<file path="src/hw/rtl/scan_window_peak_finder_unit_defines.svh">
// assertion macros for the scan window peak finder
`ifndef SCAN_WINDOW_PEAK_FINDER_UNIT_DEFINES_SVH
`define SCAN_WINDOW_PEAK_FINDER_UNIT_DEFINES_SVH

// same-cycle implication, checked outside reset
`define SWPF_ASSERT_IMP(lbl, ante, cons) \
    lbl: assert property (@(posedge i_clk) disable iff (!i_rst_n) (ante) |-> (cons)) \
        else $error("swpf assertion failed");

// next-cycle implication, checked outside reset
`define SWPF_ASSERT_NXT(lbl, ante, cons) \
    lbl: assert property (@(posedge i_clk) disable iff (!i_rst_n) (ante) |=> (cons)) \
        else $error("swpf assertion failed");

`endif

</file>
<file path="src/hw/rtl/swpf_pkg.sv">
// shared widths, types and codes of the scan window peak finder
package swpf_pkg;

    localparam int RANGE_W   = 16;
    localparam int INTEN_W   = 16;
    localparam int START_W   = 12;
    localparam int SUM_W     = 18;
    localparam int CFG_W     = 18;
    localparam int CFG_IDX_W = 2;

    localparam int MAX_POINTS_DEF = 4096;
    localparam int WINDOW_LEN_DEF = 4;

    localparam logic [SUM_W-1:0]   SUM_MAX       = '1;
    localparam logic [RANGE_W-1:0] RANGE_MIN_RST = '0;
    localparam logic [RANGE_W-1:0] RANGE_MAX_RST = '1;
    localparam logic [SUM_W-1:0]   SUM_THR_RST   = 18'd90;

    typedef enum logic [CFG_IDX_W-1:0] {
        CFG_RANGE_MIN = 2'd0,
        CFG_RANGE_MAX = 2'd1,
        CFG_SUM_THR   = 2'd2
    } t_cfg_idx;

    typedef struct packed {
        logic [RANGE_W-1:0] rng_lo;
        logic [RANGE_W-1:0] rng_hi;
        logic [SUM_W-1:0]   sum_thr;
    } t_cfg;

    typedef struct packed {
        logic step;
        logic last;
    } t_step_ctl;

    typedef struct packed {
        logic               found;
        logic [START_W-1:0] best_start;
        logic [SUM_W-1:0]   best_sum;
    } t_result;

endpackage

</file>
<file path="src/hw/rtl/swpf_pt_if.sv">
// scan point channel
interface swpf_pt_if;
    logic                          valid;
    logic                          ready;
    logic [swpf_pkg::RANGE_W-1:0]  range_mm;
    logic [swpf_pkg::INTEN_W-1:0]  intensity;
    logic                          last_point;

    modport source (output valid, range_mm, intensity, last_point, input ready);
    modport sink   (input valid, range_mm, intensity, last_point, output ready);
endinterface

</file>
<file path="src/hw/rtl/swpf_res_if.sv">
// scan result channel
interface swpf_res_if;
    logic                          valid;
    logic                          ready;
    logic                          found;
    logic [swpf_pkg::START_W-1:0]  best_start;
    logic [swpf_pkg::SUM_W-1:0]    best_sum;

    modport source (output valid, found, best_start, best_sum, input ready);
    modport sink   (input valid, found, best_start, best_sum, output ready);
endinterface

</file>
<file path="src/hw/rtl/swpf_window.sv">
// window history, sum and best-window tracking for one scan
module swpf_window #(
    parameter int MAX_POINTS = swpf_pkg::MAX_POINTS_DEF,
    parameter int WINDOW_LEN = swpf_pkg::WINDOW_LEN_DEF
) (
    input  logic                         i_clk,
    input  logic                         i_rst_n,
    input  swpf_pkg::t_cfg               i_cfg,
    input  swpf_pkg::t_step_ctl          i_ctl,
    input  logic [swpf_pkg::RANGE_W-1:0] i_range,
    input  logic [swpf_pkg::INTEN_W-1:0] i_intensity,
    output swpf_pkg::t_result            o_res
);
    import swpf_pkg::*;

    localparam int HIST_LEN = WINDOW_LEN - 1;
    localparam int CNT_W    = $clog2(MAX_POINTS + 1);
    localparam int ACC_W    = SUM_W + $clog2(WINDOW_LEN);

    logic [HIST_LEN-1:0] r_hist_vld;
    logic [INTEN_W-1:0]  r_hist_int [HIST_LEN];
    logic [CNT_W-1:0]    r_count;
    logic [SUM_W-1:0]    r_best_sum;
    logic [START_W-1:0]  r_best_start;
    logic                r_have_best;

    logic [SUM_W-1:0]    n_best_sum;
    logic [START_W-1:0]  n_best_start;
    logic                n_have_best;

    logic                pt_ok;
    logic                take;
    logic                better;
    logic [ACC_W-1:0]    acc;
    logic [SUM_W-1:0]    win_sum;

    always_comb begin
        pt_ok = (i_range >= i_cfg.rng_lo) && (i_range <= i_cfg.rng_hi);
        acc = ACC_W'(i_intensity);
        for (int k = 0; k < HIST_LEN; k++) begin
            acc = acc + ACC_W'(r_hist_int[k]);
        end
        win_sum = (acc > ACC_W'(SUM_MAX)) ? SUM_MAX : acc[SUM_W-1:0];
        // points past the cap are ignored, only the last mark still counts
        take   = i_ctl.step && (r_count < CNT_W'(MAX_POINTS));
        better = take && (r_count >= CNT_W'(HIST_LEN)) && pt_ok && (&r_hist_vld)
                 && (win_sum > i_cfg.sum_thr) && (win_sum > r_best_sum);
        n_best_sum   = better ? win_sum : r_best_sum;
        n_best_start = better ? START_W'(r_count - CNT_W'(HIST_LEN)) : r_best_start;
        n_have_best  = better || r_have_best;
        o_res.found      = n_have_best;
        o_res.best_start = n_best_start;
        o_res.best_sum   = n_best_sum;
    end

    always_ff @(posedge i_clk) begin
        if (!i_rst_n) begin
            r_hist_vld   <= '0;
            r_count      <= '0;
            r_best_sum   <= '0;
            r_best_start <= '0;
            r_have_best  <= 1'b0;
        end else if (i_ctl.step) begin
            if (i_ctl.last) begin
                r_hist_vld   <= '0;
                r_count      <= '0;
                r_best_sum   <= '0;
                r_best_start <= '0;
                r_have_best  <= 1'b0;
            end else if (take) begin
                for (int k = HIST_LEN - 1; k > 0; k--) begin
                    r_hist_vld[k] <= r_hist_vld[k-1];
                end
                r_hist_vld[0] <= pt_ok;
                r_count       <= r_count + 1'b1;
                r_best_sum    <= n_best_sum;
                r_best_start  <= n_best_start;
                r_have_best   <= n_have_best;
            end
        end
    end

    // intensity history needs no reset, it is only summed once the count says it is full
    always_ff @(posedge i_clk) begin
        if (take) begin
            for (int k = HIST_LEN - 1; k > 0; k--) begin
                r_hist_int[k] <= r_hist_int[k-1];
            end
            r_hist_int[0] <= i_intensity;
        end
    end

endmodule

</file>
<file path="src/hw/rtl/scan_window_peak_finder_unit.sv">
// top level of the scan window peak finder
// Scan points enter on i_pt (valid/ready), one beat per point, the last
// point of a scan flagged by last_point. For each scan one result beat
// leaves on o_res: found, start index and sum of the strongest window of
// WINDOW_LEN consecutive in-range points whose sum exceeds the threshold.
// Registers (range_min_mm, range_max_mm, sum_threshold) are written on the
// plain write port i_cfg_we/i_cfg_idx/i_cfg_data. The user must write them
// only while no scan is running; the block itself does not enforce it.
// Throughput: one point per cycle, set by the single window adder chain
// between the input register and the scan state, except when a last point is held as below.
// The last point's beat passes the input register, then the result register,
// which raises o_res.valid. Reset puts the registers at their defaults,
// clears the scan state and empties both pipeline registers.
// When o_res stalls, the result register holds and the points of the next
// scan keep flowing; only a further last point waits in the input
// register, which then drops i_pt.ready until the result is taken.
`include "scan_window_peak_finder_unit_defines.svh"

module scan_window_peak_finder_unit #(
    parameter int MAX_POINTS = swpf_pkg::MAX_POINTS_DEF,
    parameter int WINDOW_LEN = swpf_pkg::WINDOW_LEN_DEF
) (
    input  logic                           i_clk,
    input  logic                           i_rst_n,
    swpf_pt_if.sink                        i_pt,
    swpf_res_if.source                     o_res,
    input  logic                           i_cfg_we,
    input  logic [swpf_pkg::CFG_IDX_W-1:0] i_cfg_idx,
    input  logic [swpf_pkg::CFG_W-1:0]     i_cfg_data
);
    import swpf_pkg::*;

    t_cfg               r_cfg;
    logic               r_in_valid;
    logic               r_in_last;
    logic [RANGE_W-1:0] r_in_range;
    logic [INTEN_W-1:0] r_in_int;
    logic               r_out_valid;
    t_result            r_out;

    logic               adv;
    t_step_ctl          step_ctl;
    t_result            res;

    // a last point may only move on when the result register can take it
    assign adv = r_in_valid && (!r_in_last || !r_out_valid || o_res.ready);
    assign i_pt.ready = !r_in_valid || adv;

    assign step_ctl.step = adv;
    assign step_ctl.last = r_in_last;

    always_ff @(posedge i_clk) begin
        if (!i_rst_n) begin
            r_cfg.rng_lo  <= RANGE_MIN_RST;
            r_cfg.rng_hi  <= RANGE_MAX_RST;
            r_cfg.sum_thr <= SUM_THR_RST;
        end else if (i_cfg_we) begin
            unique case (i_cfg_idx)
                CFG_RANGE_MIN: r_cfg.rng_lo  <= i_cfg_data[RANGE_W-1:0];
                CFG_RANGE_MAX: r_cfg.rng_hi  <= i_cfg_data[RANGE_W-1:0];
                CFG_SUM_THR:   r_cfg.sum_thr <= i_cfg_data[SUM_W-1:0];
                default: ;
            endcase
        end
    end

    always_ff @(posedge i_clk) begin
        if (!i_rst_n) begin
            r_in_valid <= 1'b0;
        end else if (i_pt.ready) begin
            r_in_valid <= i_pt.valid;
        end
    end

    always_ff @(posedge i_clk) begin
        if (i_pt.valid && i_pt.ready) begin
            r_in_last  <= i_pt.last_point;
            r_in_range <= i_pt.range_mm;
            r_in_int   <= i_pt.intensity;
        end
    end

    swpf_window #(
        .MAX_POINTS (MAX_POINTS),
        .WINDOW_LEN (WINDOW_LEN)
    ) u_window (
        .i_clk       (i_clk),
        .i_rst_n     (i_rst_n),
        .i_cfg       (r_cfg),
        .i_ctl       (step_ctl),
        .i_range     (r_in_range),
        .i_intensity (r_in_int),
        .o_res       (res)
    );

    always_ff @(posedge i_clk) begin
        if (!i_rst_n) begin
            r_out_valid <= 1'b0;
        end else if (adv && r_in_last) begin
            r_out_valid <= 1'b1;
        end else if (o_res.ready) begin
            r_out_valid <= 1'b0;
        end
    end

    always_ff @(posedge i_clk) begin
        if (adv && r_in_last) begin
            r_out <= res;
        end
    end

    assign o_res.valid      = r_out_valid;
    assign o_res.found      = r_out.found;
    assign o_res.best_start = r_out.best_start;
    assign o_res.best_sum   = r_out.best_sum;

    `SWPF_ASSERT_IMP(a_nofind_zero, r_out_valid && !r_out.found, (r_out.best_sum == '0) && (r_out.best_start == '0))
    `SWPF_ASSERT_NXT(a_last_loads_out, adv && r_in_last, r_out_valid)
    `SWPF_ASSERT_IMP(a_stall_cause, !i_pt.ready, r_in_valid && r_in_last && r_out_valid && !o_res.ready)

endmodule
</file>
<file path="src/flat_wrapper.sv">
// flat-port wrapper written by rule: the top's interface ports become plain ports
module scan_window_peak_finder_unit_flat import swpf_pkg::*;
#(
    parameter int MAX_POINTS = swpf_pkg::MAX_POINTS_DEF,
    parameter int WINDOW_LEN = swpf_pkg::WINDOW_LEN_DEF
)
  (i_clk, i_rst_n, i_cfg_we, i_cfg_idx, i_cfg_data, i_pt_valid, i_pt_range_mm, i_pt_intensity, i_pt_last_point, i_pt_ready, o_res_valid, o_res_found, o_res_best_start, o_res_best_sum, o_res_ready);
  swpf_pt_if i_pt_i ();
  swpf_res_if o_res_i ();
  input  logic i_clk;
  input  logic i_rst_n;
  input  logic i_cfg_we;
  input  logic [swpf_pkg::CFG_IDX_W-1:0] i_cfg_idx;
  input  logic [swpf_pkg::CFG_W-1:0] i_cfg_data;
  input wire logic [$bits(i_pt_i.valid)-1:0] i_pt_valid;
  input wire logic [$bits(i_pt_i.range_mm)-1:0] i_pt_range_mm;
  input wire logic [$bits(i_pt_i.intensity)-1:0] i_pt_intensity;
  input wire logic [$bits(i_pt_i.last_point)-1:0] i_pt_last_point;
  output wire logic [$bits(i_pt_i.ready)-1:0] i_pt_ready;
  output wire logic [$bits(o_res_i.valid)-1:0] o_res_valid;
  output wire logic [$bits(o_res_i.found)-1:0] o_res_found;
  output wire logic [$bits(o_res_i.best_start)-1:0] o_res_best_start;
  output wire logic [$bits(o_res_i.best_sum)-1:0] o_res_best_sum;
  input wire logic [$bits(o_res_i.ready)-1:0] o_res_ready;
  assign i_pt_i.valid = i_pt_valid;
  assign i_pt_i.range_mm = i_pt_range_mm;
  assign i_pt_i.intensity = i_pt_intensity;
  assign i_pt_i.last_point = i_pt_last_point;
  assign i_pt_ready = i_pt_i.ready;
  assign o_res_valid = o_res_i.valid;
  assign o_res_found = o_res_i.found;
  assign o_res_best_start = o_res_i.best_start;
  assign o_res_best_sum = o_res_i.best_sum;
  assign o_res_i.ready = o_res_ready;
  scan_window_peak_finder_unit #(.MAX_POINTS(MAX_POINTS), .WINDOW_LEN(WINDOW_LEN)) u_core (.i_clk(i_clk), .i_rst_n(i_rst_n), .i_pt(i_pt_i), .o_res(o_res_i), .i_cfg_we(i_cfg_we), .i_cfg_idx(i_cfg_idx), .i_cfg_data(i_cfg_data));
endmodule
</file>
<file path="config.mk">
export PLATFORM = sky130hd
export DESIGN_NAME = scan_window_peak_finder_unit_flat
export DESIGN_NICKNAME = d
export VERILOG_FILES = /design/src/hw/rtl/swpf_pkg.sv /design/src/hw/rtl/swpf_pt_if.sv /design/src/hw/rtl/swpf_res_if.sv /design/src/hw/rtl/swpf_window.sv /design/src/hw/rtl/scan_window_peak_finder_unit.sv /design/src/flat_wrapper.sv
export VERILOG_INCLUDE_DIRS = /design/src /design/src/hw/rtl
export SDC_FILE = /design/constraint.sdc
export NUM_CORES = 1
export LEC_CHECK = 0
export ABC_AREA = 1
export BUFFER_PORTS_ARGS = -buffer_cell sky130_fd_sc_hd__clkbuf_2
export CAP_MARGIN = 5
export CORE_MARGIN = 4
export CORE_UTILIZATION = 45
export DETAILED_ROUTE_END_ITERATION = 10
export GPL_TIMING_DRIVEN = 0
export SYNTH_ARGS = -nofsm -noshare
export SYNTH_HDL_FRONTEND = slang
export SYNTH_SLANG_ARGS = --single-unit
</file>
<file path="constraint.sdc">
create_clock -name i_clk -period 6.2 [get_ports i_clk]
set_clock_uncertainty 0.15 [all_clocks]
set_input_delay 0.31 -clock i_clk [delete_from_list [all_inputs] [get_ports i_clk]]
set_output_delay 0.31 -clock i_clk [all_outputs]
set_load 0.01 [all_outputs]
</file>
; Word level (Yosys, flattened, before mapping)
; Memories as Yosys holds them, arrays and structs flattened.
; Cells that the tools add are included.
[totals]
regBits = 163
ramBits = 48
in_bits = 58
out_inout_bits = 33
n_memories = 1
[classes]
n_addsub = 5
n_lt_le_gt_ge = 7
n_eq_ne = 2
n_mux = 17
reduce_logical = 25
[mem_list]
columns = memory, words, word_bits, rd, rd_ports_with_merged_regs, write_ports, line_no
row1 = u_core.u_window.r_hist_int, 3, 16, 3, 0, 3, swpf_window.sv:21  ; logic [INTEN_W-1:0] r_hist_int [HIST_LEN];
[op_table]
columns = cell, n
row1 = 18-bit 2-to-1 mux, 4
row2 = 18-bit greater-than comparator, 2
row3 = 12-bit 2-to-1 mux, 3
row4 = 13-bit 2-to-1 mux, 2
row5 = 18-bit by 16-bit adder with 19-bit output, 1
row6 = 19-bit by 18-bit greater-than comparator with 1-bit output (second input constant), 1
row7 = 17-bit by 16-bit adder with 18-bit output, 1
row8 = 16-bit by 16-bit adder with 17-bit output, 1
row9 = 16-bit greater-or-equal comparator, 1
row10 = 16-bit <= comparator, 1
row11 = 13-bit by 1-bit adder with 13-bit output (second input constant), 1
row12 = 13-bit by 2-bit greater-or-equal comparator with 1-bit output (second input constant), 1
row13 = 13-bit less-than comparator (second input constant), 1
row14 = 12-bit by 2-bit subtractor with 12-bit output (second input constant), 1
row15 = 1-bit logical AND, 10
row16 = 2-bit AND reduction, 4
row17 = 1-bit 2-to-1 mux, 6
row18 = 3-bit 2-to-1 mux, 2
row19 = 1-bit logical OR, 4
row20 = 2-bit nonzero test, 2
row21 = 1-bit logical NOT, 3
row22 = 3-bit AND reduction, 1
row23 = 2-bit by 1-bit equality test with 1-bit output (second input constant), 1
row24 = 2-bit equality test (second input constant), 1
row25 = 2-bit logical NOT, 1

; Longest topological paths before layout
; Gate-level depths: netlist of the first run.
[depth]
ltp_word = 13
mapped_depth = 29

; Cells and area by module
; A second synthesis of the first run with hierarchy kept.
[hier_totals]
hier_cells = 1391
area_unflattened_um2 = 11787.6
[by_module_without_submodules]
columns = mod, instances, cells_each, area_each_um2
row1 = swpf_window, 1, 1020, 7692.4
row2 = scan_window_peak_finder_unit, 1, 371, 4095.2

; Least setup slack after synthesis of the first run
; No wires, ideal clock.
[synth_path]
kind = reg-to-reg
from = register u_core.r_in_int[1]
to = register u_core.r_out, in the netlist u_core.o_res.best_sum[11], data pin
setup_time_ns = 0.255
arrival_time_ns = 4.278
required_ns = 5.795
path_slack_ns = 1.517
stages_incl_launch_ff = 27
path_buffers = 1
period_less_slack_ns = 4.683
cell_sequence = edfxtp_1 > inv_1 > fa_1 > fa_1 > inv_1 > ha_1 > inv_1 > fa_1 > o21ai_0 > nand2_1 > nand2_1 > nand3_1 > nand2_1 > xor2_1 > inv_1 > ha_1 > nand2_1 > nor2_1 > nand2_1 > nor2_1 > o21ai_0 > nand3_1 > nand3_4 > nor2_8 > buf_8 > nand2_1 > and2_1
[synth_rtl]
columns = element, line_no
row1 = "start, declared", scan_window_peak_finder_unit.sv:37  ; logic [INTEN_W-1:0] r_in_int;
row2 = "start signal, assigned", scan_window_peak_finder_unit.sv:79  ; r_in_int <= i_pt.intensity;
row3 = "end signal, assigned", scan_window_peak_finder_unit.sv:108  ; r_out <= res;
row4 = "end, declared", scan_window_peak_finder_unit.sv:39  ; t_result r_out;

==> results of run 1 <==
==> layout by cell type (no fill, tap or decap), types with 6 or more instances in the layout <==
| cell type | n |
|---|---|
| clkbuf_1 | 24 |
| ha_1 | 86 |
| dfxtp_1 | 99 |
| dlygate4sd3_1 | 53 |
| xor2_1 | 17 |
| clkbuf_2 | 91 |
| o21ai_0 | 47 |
| nand4_1 | 6 |
| a21oi_1 | 107 |
| nand2_1 | 226 |
| clkbuf_16 | 26 |
| nor2_1 | 61 |
| and2_1 | 26 |
| nand3_1 | 58 |
| inv_1 | 244 |
| nor3_1 | 8 |
| nand2_2 | 15 |
| edfxtp_1 | 112 |
| buf_6 | 7 |
| fa_1 | 32 |
| o211ai_1 | 20 |
| o21bai_1 | 11 |
| o21ai_1 | 22 |
==> power groups by stage <==
| stage | logic [mW] | registers, mW | clock network, mW |
|---|---|---|---|
| after floorplan | 0.750 | 1.57 | 0 |
| after global placement | 1.00 | 1.57 | 0 |
| after detailed placement | 1.03 | 1.57 | 0 |
| after CTS | 1.06 | 1.54 | 1.46 |
| after global routing | 1.23 | 1.55 | 1.52 |
| final | 1.05 | 1.54 | 1.42 |
==> state kept, by name (all words and copies together) (netlist names), 12 cells and up <==
| signal | cells |
|---|---|
| u_core.r_cfg | 50 |
| u_core.o_res.best_start | 12 |
| u_core.o_res.best_sum | 18 |
| u_core.r_in_range | 16 |
| u_core.u_window.r_best_sum | 18 |
| u_core.u_window.r_best_start | 12 |
| u_core.r_in_int | 16 |
| u_core.u_window.r_count | 13 |
| u_core.u_window.r_hist_int | 48 |
==> kinds of logic (layout without fill, tap and decap cells) <==
family / count (synthesis) / count (layout) / synth area share (%)
AND/OR/NAND/NOR: 412 / 412 / 15.9
adder cells (fa/ha/maj): 118 / 118 / 15.0
buffers and inverters: 282 / 470 / 9.86
XOR/XNOR: 21 / 21 / 1.61
flip-flops: 211 / 211 / 46.8
AO/OA/AOI/OAI: 221 / 221 / 10.7
==> cell type report <==
type,count,share of cell area (%)
plain buffers,35,1.45
multi-input cells,772,36.2
repair buffers,144,7.49
clock buffers,36,5.35
well taps,330,3.02
inverters,247,6.79
clock inverters,8,0.559
flip-flops and latches,211,39.1
==> per-layer routing <==
metal / track usage [%] / vias to the layer above
li1: - / 4429
met1: 24.4 / 3934
met2: 29.8 / 166
met3: 2.74 / 36
met4: 5.08 / 0
met5: 0 / -
==> worst reg2reg max path: cells and delay by family (launching register included) <==
family / cells / cell delay [ps]
adder cells (fa/ha/maj): 5 / 1870
AND/OR/NAND/NOR: 13 / 1540
AO/OA/AOI/OAI: 2 / 530
buffers and inverters: 5 / 490
flip-flops: 1 / 370
XOR/XNOR: 1 / 270
==> metrics by stage <==
step | setup WS (ps) | utilization (%)
6_report | 740 | 54.5
3_3_place_gp | 736 | 49.0
5_1_grt | 310 | 54.5
4_1_cts | 675 | 54.5
2_1_floorplan | 1520 | -
3_5_place_dp | 740 | 49.2
==> how the worst min path moves through the flow <==
stage                                                        endpoint  slack (ps)  depth (start not counted)
final                                 u_core.o_res.valid$_SDFFE_PN0P_          40                          4
after global routing                    u_core.r_cfg[18]$_SDFFE_PN1P_          60                          4
after CTS                             u_core.o_res.valid$_SDFFE_PN0P_          20                          4
after detailed placement  u_core.u_window.r_hist_int[0][19]$_DFFE_PP_         280                          0
after global placement    u_core.u_window.r_hist_int[0][19]$_DFFE_PP_         280                          0
after floorplan                          u_core.r_in_int[0]$_DFFE_PP_         260                          0
==> timing repair <==
item | in CTS | in global routing
buffers inserted | 0 | 0
hold endpoints to repair | 75 | 0
hold buffers | 53 | 0
==> results_dict.tcl, run 1 <==
set metrics [dict create \
    drt_first_pass_iters 5 \
    synth_most_common_cell "inv_1" \
    r2r_slack_ps 740 \
    placed_cell_area_sq_mm 0.0123 \
    via_count 8565 \
    highest_layer "met4" \
    finalCritPeriodShare_pct 88.1 \
    pin_count 91 \
    clock_power_share_pct 35.4 \
    crit_type "reg2reg" \
    cap_violations 0 \
    grt_first_pass_wirelength_mm 41.7 \
    slew_headroom_pct 42.7 \
    switching_share_pct 30.9 \
    nNetsFinal 1611 \
    die_area_sq_mm 0.0280 \
    antenna_found_initial 0 \
    antenna-diode-count 0 \
    critPathLaunch "u_core.r_in_int[1]$_DFFE_PP_" \
    reg2reg_to "u_core.o_res.best_sum[15]$_DFFE_PP_" \
    ys_seq_area_share_pct 46.8 \
    seq_power_share_pct 38.4 \
    worst_path_max_delay_cell "fa_1" \
    arrival_ps 5560 \
    async_flop_share_pct 0 \
    start_util_pct 45.6 \
    status "finished, final reports clean" \
    clk_latency_ps 510 \
    drt_drc_violations_left 0 \
    path_clk_slew_ps 60 \
    port_buffers 89 \
    crit_path_frequent_cell "nand2_1" \
    clkSinkCount 211 \
    min_path_type "in2reg" \
    powerDensity_mw_per_mm2 294 \
    endpoint "u_core.o_res.best_sum[15]$_DFFE_PP_" \
    die_h_um 167 \
    cp_top_family "adder cells" \
    synthCells 1265 \
    rsz0062_at_grt "false" \
    wire_per_inst_um 13.9 \
    placedCellCount 1686 \
    grt_pass1_vias 8573 \
    cellLeakagePower_nw 6.14 \
    whs_ps 36.2 \
    cts_root_buf "clkbuf_16" \
    die_w_um 167 \
    synth_top_area_cell "edfxtp_1" \
    tightestPinTransition_ps 856 \
    internal_power_mw 2.77 \
    cts_made_buffers 24 \
    ys_top_cells_by_count "inv_1, nand2_1, edfxtp_1" \
    htree_levels 1 \
    avgSynthCellArea_sq_um 9.02 \
    synth-main-ff-cell "edfxtp_1" \
    tritoncts "built" \
    synth_top_area_share_pct 29.5 \
    hold_viol_final 0 \
    ir_drop_mv 0.207 \
    total_power_mw 4.01 \
    cp.depth 26 \
    synth-edff-count 112 \
    cp_data_required_time_ps 6300 \
    dp_hpwl_mm 18.6 \
    drive_gt1_share_pct 11.9 \
    gp_congestion 0.879 \
    crit_path_start_kind "flip-flop" \
    wl_met1_mm 11.8 \
    viasPerCell 4.80 \
    cts_buffer_depth 3 \
    crit_buf_inv 5 \
    fillers 2258 \
    finalInstanceArea_sq_mm 0.0137 \
    slowest_delay_ps 570 \
    syn-cell-area_sq_mm 0.0114 \
    track_usage_pct 17.9 \
    min_period_ps 5460 \
    cp-end-kind "flip-flop" \
    reg2reg_depth 26 \
    synthTopCellsByArea "edfxtp_1, dfxtp_1, ha_1, inv_1, nand2_1" \
    final_cell_count_no_fill 1783 \
    regArea_sq_mm 0.00535 \
    synthesis.nets 1441 \
    slew_viol_final 0 \
    timing.rr.start "u_core.r_in_int[1]$_DFFE_PP_" \
    fmax_ghz 0.183 \
    syn2layout_area_growth_pct 19.7 \
    wl_met2_mm 11.2 \
    multi_input_area_sq_mm 0.00494 \
    cts_resized 0 \
    fp-row-count 58 \
    wl_mm 24.8 \
    setup_viol 0 \
    ys_ff_latch 211 \
    ys_types 35 \
    min_from "o_res_ready" \
    met3_wirelength_mm 1.10 \
    core-area_sq_mm 0.0250 \
    yosys_warnings 0 \
    final_antenna_net_count 0 \
    drt_iter0_drc 493 \
    p_sw_mw 1.24 \
    setup-tns-final_ps 0 \
    crit_fanout 10 \
    pwr-share-comb_pct 26.1 \
    overflow 0 \
    grt_max_degree 34 \
]
(Power assumes the default switching activity.)
==> run 2: changes to the inputs <==
--- a/config.mk
+++ b/config.mk
@@ -13,6 +13,7 @@
 export CORE_UTILIZATION = 45
 export DETAILED_ROUTE_END_ITERATION = 10
 export GPL_TIMING_DRIVEN = 0
+export RECOVER_POWER = 50
 export SYNTH_ARGS = -nofsm -noshare
 export SYNTH_HDL_FRONTEND = slang
 export SYNTH_SLANG_ARGS = --single-unit
==> run 2 against run 1 <==
Net effect:
- worst hold slack worse by 0.52 ps
- core utilization is 0.19 points lower
- first-iteration DRC count is 5.3% higher
- critical path depth stayed put
- maximum frequency is 0.21% higher
- non-clock buffer count stayed put
- via count is 0.20% lower
- largest cell class unchanged
- flip-flop and latch count stayed put
- cell area is 0.35% lower
==> results_dict.tcl, run 2 (same netlist as run 1, synthesis figures left out) <==
set metrics [dict create \
    status "finished, final reports clean" \
    cts_made_buffers 24 \
    slew_viol_final 0 \
    track_usage_pct 17.9 \
    wire_per_inst_um 14.0 \
    die_w_um 167 \
    rsz0062_at_grt "false" \
    grt_max_degree 34 \
    post-route-util_pct 54.4 \
    clk_latency_ps 510 \
    reg_top3 "u_core.r_cfg: 50 flops, u_core.u_window.r_hist_int: 48 flops" \
    setup_slack_ps 752 \
    setup_viol 0 \
    die_area_sq_mm 0.0280 \
    crit_fanout 10 \
    arrival_ps 5540 \
    holdPathStages 4 \
    slew_headroom_pct 25.0 \
    tightestPinTransition_ps 1120 \
    ir_drop_mv 0.207 \
    switching_share_pct 30.9 \
    internal_power_mw 2.77 \
    crit_path_start_kind "flip-flop" \
    dp_hpwl_mm 18.6 \
    path_clk_slew_ps 60 \
    overflow 0 \
    viasPerCell 4.79 \
    nNetsFinal 1611 \
    drive_gt1_share_pct 9.43 \
    gp_congestion 0.879 \
    wl_mm 24.9 \
    final_cell_mix "inv_1, nand2_1, edfxtp_1" \
    reg2reg_depth 26 \
    min_period_ps 5450 \
    p_sw_mw 1.24 \
    powerDensity_mw_per_mm2 295 \
    largest_reg_flops 50 \
    cap_violations 0 \
    cts_root_buf "clkbuf_16" \
    grt_pass1_vias 8573 \
    fmax_ghz 0.184 \
    hold_viol_final 0 \
    drt_drc_violations_left 0 \
    fp-row-count 58 \
    cp-end-kind "flip-flop" \
    post_cts_buffers 0 \
    start_util_pct 45.6 \
    clkSinkCount 211 \
    drt_iter0_drc 519 \
    core-area_sq_mm 0.0250 \
    via_count 8548 \
    pin_count 91 \
    tritoncts "built" \
    min_path_type "in2reg" \
    final_antenna_net_count 0 \
    cts_resized 0 \
    min_from "o_res_ready" \
    reg2reg_to "u_core.o_res.best_sum[15]$_DFFE_PP_" \
    drt_first_pass_iters 5 \
    fillers 2275 \
    antenna-diode-count 0 \
    htree_levels 1 \
    final_common_cell "inv_1" \
    pwr-share-comb_pct 26.1 \
    timing.rr.start "u_core.r_in_int[1]$_DFFE_PP_" \
    cts_buffer_depth 3 \
    regMostFlops "u_core.r_cfg" \
    setup-tns-final_ps 0 \
    seq_power_share_pct 38.4 \
    port_buffers 89 \
    cellLeakagePower_nw 6.03 \
    finalCritPeriodShare_pct 87.9 \
    clock_power_share_pct 35.4 \
    crit_type "reg2reg" \
    cp_data_required_time_ps 6300 \
    whs_endpoint "u_core.o_res.valid$_SDFFE_PN0P_" \
    r2r_slack_ps 750 \
    die_h_um 167 \
    antenna_found_initial 0 \
    grt_first_pass_wirelength_mm 41.7 \
    syn2layout_area_growth_pct 19.2 \
    dpl_worst_slack_ps 740 \
]
run 2: cell type report:
cell class,instances,area [sq um],share of cell area (%)
multi-input cells,772,4940,36.3
clock inverters,8,76.3,0.561
repair buffers,144,981,7.21
plain buffers,35,198,1.45
inverters,247,927,6.81
flip-flops and latches,211,5350,39.3
well taps,330,413,3.03
clock buffers,36,731,5.37
run 2: through the flow:
step	total power [mW]	std cells	hold WS, ps	area [sq um]
detailed placement	2.60	1686	283	12300
CTS	4.06	1783	17.9	13700
floorplan	2.32	1265	259	11400
global route	4.30	1783	67.0	13600
global placement	2.57	1684	278	12300
finish	4.01	1783	35.7	13600
run 2: critical path, cell delays in order (launching register included):
cell      delay (ps)
edfxtp_1         370
inv_1             70
fa_1             570
fa_1             420
inv_1             70
ha_1             170
inv_1             60
fa_1             400
o21ai_0          440
nand2_1           90
nand2_1          160
nand3_1           90
nand2_1           80
xor2_1           270
inv_1            120
ha_1             310
nand2_1           70
nor2_1           130
nand2_1           80
nor2_1           100
o21ai_0           80
nand3_1          150
nand3_4          150
nor2_8           140
buf_6            170
nand2_1           70
and2_1           200
run 2: power groups by stage:
stage / clock network [mW] / registers [mW] / logic [mW]
after floorplan: 0 / 1.57 / 0.750
after CTS: 1.46 / 1.54 / 1.06
final: 1.42 / 1.54 / 1.05
after global placement: 0 / 1.57 / 1.00
after global routing: 1.52 / 1.55 / 1.23
after detailed placement: 0 / 1.57 / 1.03
run 2: per-layer routing:
metal / part of all wire [%] / track usage, %
met4: 2.8 / 5.08
met5: 0 / 0
met2: 45 / 29.8
met1: 48 / 24.4
met3: 4.4 / 2.74
run 2: worst max path at each step:
stage                                               end  depth (start not counted)                          from
CTS                 u_core.o_res.best_sum[15]$_DFFE_PP_                         26  u_core.r_in_int[1]$_DFFE_PP_
detailed placement  u_core.o_res.best_sum[15]$_DFFE_PP_                         26  u_core.r_in_int[1]$_DFFE_PP_
floorplan           u_core.o_res.best_sum[11]$_DFFE_PP_                         26  u_core.r_in_int[1]$_DFFE_PP_
finish              u_core.o_res.best_sum[15]$_DFFE_PP_                         26  u_core.r_in_int[1]$_DFFE_PP_
global route        u_core.o_res.best_sum[15]$_DFFE_PP_                         26  u_core.r_in_int[1]$_DFFE_PP_
global placement    u_core.o_res.best_sum[15]$_DFFE_PP_                         26  u_core.r_in_int[1]$_DFFE_PP_
run 2: repair_timing:
item	in CTS	in global routing
hold buffers	53	0
endpoints found under the setup margin	0	0
hold endpoints to repair	75	0
==> run 3: changes to the inputs <==
--- a/config.mk
+++ b/config.mk
@@ -6,7 +6,7 @@
 export SDC_FILE = /design/constraint.sdc
 export NUM_CORES = 1
 export LEC_CHECK = 0
-export ABC_AREA = 1
+export ABC_AREA = 0
 export BUFFER_PORTS_ARGS = -buffer_cell sky130_fd_sc_hd__clkbuf_2
 export CAP_MARGIN = 5
 export CORE_MARGIN = 4
==> run 3 against run 2 <==
Net effect:
- the run now ends with capacitance limit, slew limit left
- non-clock buffer count grew 2
- synthesized cell count decreased by 19%
- die area fell by 4.2%
- clock power is essentially flat
- setup slack worse by 520 ps
- sequential power about the same
- area after synthesis fell by 4.4%
- cell area down 2.8%
- maximum frequency fell by 8.8%
- power fell by 1.8%
- sequential share of layout area increased by 1.1 points
- combinational power shrank 6%
- critical path type unchanged
- largest cell class unchanged
- largest power group unchanged
- highest routed layer unchanged
==> results_dict.tcl, run 3 <==
set metrics [dict create \
    status "finished, violations left" \
    violations "capacitance limit, slew limit" \
    drt_drc_violations_left 0 \
    synth-edff-count 112 \
    grt_first_pass_wirelength_mm 37.9 \
    reg_top3 "u_core.r_cfg: 50 flops, u_core.u_window.r_hist_int: 48 flops" \
    die_area_sq_mm 0.0268 \
    synth_top_area_share_pct 30.8 \
    finalCritPeriodShare_pct 96.3 \
    cellLeakagePower_nw 5.55 \
    grt_max_degree 35 \
    post-route-util_pct 55.9 \
    tightestPinTransition_ps 1830 \
    total_power_mw 3.94 \
    cts_root_buf "clkbuf_16" \
    via_count 7544 \
    r2r_slack_ps 230 \
    port_buffers 89 \
    cts_made_buffers 24 \
    track_usage_pct 17.4 \
    cap_violations 1 \
    internal_power_mw 2.81 \
    viasPerCell 4.89 \
    path_clk_slew_ps 60 \
    synth_most_common_cell "inv_1" \
    final_antenna_net_count 0 \
    nNetsFinal 1381 \
    highest_layer "met4" \
    clock_power_share_pct 35.9 \
    switching_share_pct 28.6 \
    crit_fanout 10 \
    wire_per_inst_um 14.8 \
    ys_top_cells_by_count "inv_1, nand2_1, edfxtp_1" \
    tritoncts "built" \
    synthesis.nets 1206 \
    start_util_pct 46.1 \
    syn-cell-area_sq_mm 0.0109 \
    final_cell_count_no_fill 1542 \
    core-area_sq_mm 0.0237 \
    ys_types 65 \
    avgSynthCellArea_sq_um 10.6 \
    wl_met1_mm 10.5 \
    antenna_found_initial 0 \
    regMostFlops "u_core.r_cfg" \
    cp-end-kind "flip-flop" \
    rsz0062_at_grt "false" \
    pin_count 91 \
    async_flop_share_pct 0 \
    syn2layout_area_growth_pct 21.2 \
    drive_gt1_share_pct 11.4 \
    arrival_ps 6070 \
    seq_power_share_pct 39.1 \
    ys_ff_latch 211 \
    overflow 0 \
    synth_top_area_cell "edfxtp_1" \
    htree_levels 1 \
    synthTopCellsByArea "edfxtp_1, dfxtp_1, ha_1, inv_1, fa_1" \
    wl_met2_mm 10.9 \
    cp_data_required_time_ps 6300 \
    ys_seq_area_share_pct 49.0 \
    clkSinkCount 211 \
    slew_viol_final 16 \
    wl_mm 22.8 \
    fp-row-count 56 \
    die_w_um 164 \
    crit_path_start_kind "flip-flop" \
    antenna-diode-count 0 \
    endpoint "u_core.o_res.best_sum[9]$_DFFE_PP_" \
    min_path_type "in2reg" \
    gp_congestion 0.824 \
    drt_first_pass_iters 4 \
    yosys_warnings 0 \
    synthCells 1030 \
    hold_viol_final 0 \
    grt_pass1_vias 7525 \
    slew_headroom_pct -22.6 \
    setup_viol 0 \
    crit_type "reg2reg" \
    powerDensity_mw_per_mm2 298 \
    timing.rr.start "u_core.r_in_int[1]$_DFFE_PP_" \
    synth-main-ff-cell "edfxtp_1" \
    drt_iter0_drc 385 \
    min_period_ps 5970 \
    pwr-share-comb_pct 25.0 \
    reg2reg_depth 25 \
    final_cell_mix "inv_1, nand2_1, edfxtp_1" \
    die_h_um 164 \
    fmax_ghz 0.167 \
    placed_cell_area_sq_mm 0.0118 \
    final_common_cell "inv_1" \
    dpl_worst_slack_ps -446 \
    cts_buffer_depth 3 \
    clk_latency_ps 510 \
    reg2reg_to "u_core.o_res.best_sum[9]$_DFFE_PP_" \
    setup_slack_ps 229 \
    p_sw_mw 1.13 \
    met3_wirelength_um 921 \
    placedCellCount 1440 \
    critPathLaunch "u_core.r_in_int[1]$_DFFE_PP_" \
    finalInstanceArea_sq_mm 0.0132 \
    dp_hpwl_mm 17.0 \
    largest_reg_flops 50 \
    ir_drop_mv 0.190 \
]
==> run 3: cell types whose count changed in the layout (fill, tap and decap cells not counted), moves of 22 or more <==
cell      change
nand3_1      -42
a21oi_1      -78
inv_1        -61
nor2_1       -28
and2_1       -23
nand2_1     -112
o21ai_1      -22
a21boi_0     +32
==> run 3: final cells by class <==
| class | instances | area, sq um |
|---|---|---|
| Clock inverter | 5 | 56.3 |
| Timing Repair Buffer | 149 | 1020 |
| Tap cell | 319 | 399 |
| Clock buffer | 39 | 749 |
| Buffer | 32 | 163 |
| Sequential cell | 211 | 5350 |
| Fill cell | 2137 | 10500 |
| Multi-Input combinational cell | 603 | 4810 |
| Inverter | 184 | 691 |
==> run 3: per-stage QoR <==
step / setup TNS (ps) / hold WS [ps]
detailed placement: -15920 / 285
global route: 0 / 103
CTS: 0 / 60.5
floorplan: 0 / 259
finish: 0 / 89.9
global placement: -16810 / 278
==> run 3: critical path, stage by stage, from the launching register on <==
cell	delay, ps
edfxtp_1	360
inv_1	70
fa_1	560
fa_1	420
inv_1	70
ha_1	180
inv_1	60
fa_1	400
nor2b_1	170
o31a_1	230
o31ai_2	110
a311oi_2	370
a31oi_2	210
xnor2_2	190
buf_4	170
ha_1	290
a21o_1	180
a21o_1	160
a21oi_1	130
o21a_1	190
a221oi_4	70
buf_4	190
nand2_2	80
buf_4	190
buf_8	160
mux2_1	350
==> run 3: repair_timing <==
item / 4_1_cts / 5_1_grt
endpoints found under the hold margin: 85 / 0
endpoints found under the setup margin: 59 / 58
hold buffers: 53 / 0
gates resized for setup: 7 / 9
pin swaps: 0 / 7
buffers inserted: 0 / 5
==> run 3: routing by layer <==
| layer | vias up | track usage, % |
|---|---|---|
| met1 | 3532 | 24.0 |
| li1 | 3866 | - |
| met3 | 29 | 2.18 |
| met2 | 117 | 29.6 |
| met5 | - | 0 |
| met4 | 0 | 3.96 |
==> run 3: worst min path at each step <==
stage                                                      from  slack, ps  depth (start not counted)                                     endpoint
floorplan                                     i_pt_intensity[0]        260                          0                 u_core.r_in_int[0]$_DFFE_PP_
global placement    u_core.u_window.r_hist_int[0][28]$_DFFE_PP_        280                          0  u_core.u_window.r_hist_int[0][44]$_DFFE_PP_
detailed placement  u_core.u_window.r_hist_int[0][24]$_DFFE_PP_        280                          0  u_core.u_window.r_hist_int[0][40]$_DFFE_PP_
CTS                                                i_cfg_idx[0]         60                          4                u_core.r_cfg[41]$_SDFFE_PN0P_
global route                                       i_cfg_idx[1]        100                          4                u_core.r_cfg[40]$_SDFFE_PN0P_
finish                                             i_cfg_idx[1]         90                          4                u_core.r_cfg[41]$_SDFFE_PN0P_
==> run 3: cell families after synthesis <==
kind of cell               synth area share [%]
AOI/OAI and AO/OA                          13.4
xor gates and xnor gates                   2.33
adders and majority gates                  15.7
buffers and inverters                      7.80
DFF                                        49.0
muxes                                      1.54
and+or+nand+nor                            10.2
==> run 3: power groups by stage <==
stage	Sequential, mW	Combinational (mW)	Clock (mW)
final	1.54	0.986	1.41
after global routing	1.54	1.14	1.52
after CTS	1.54	0.948	1.46
after detailed placement	1.57	0.896	0
after global placement	1.57	0.864	0
after floorplan	1.57	0.659	0
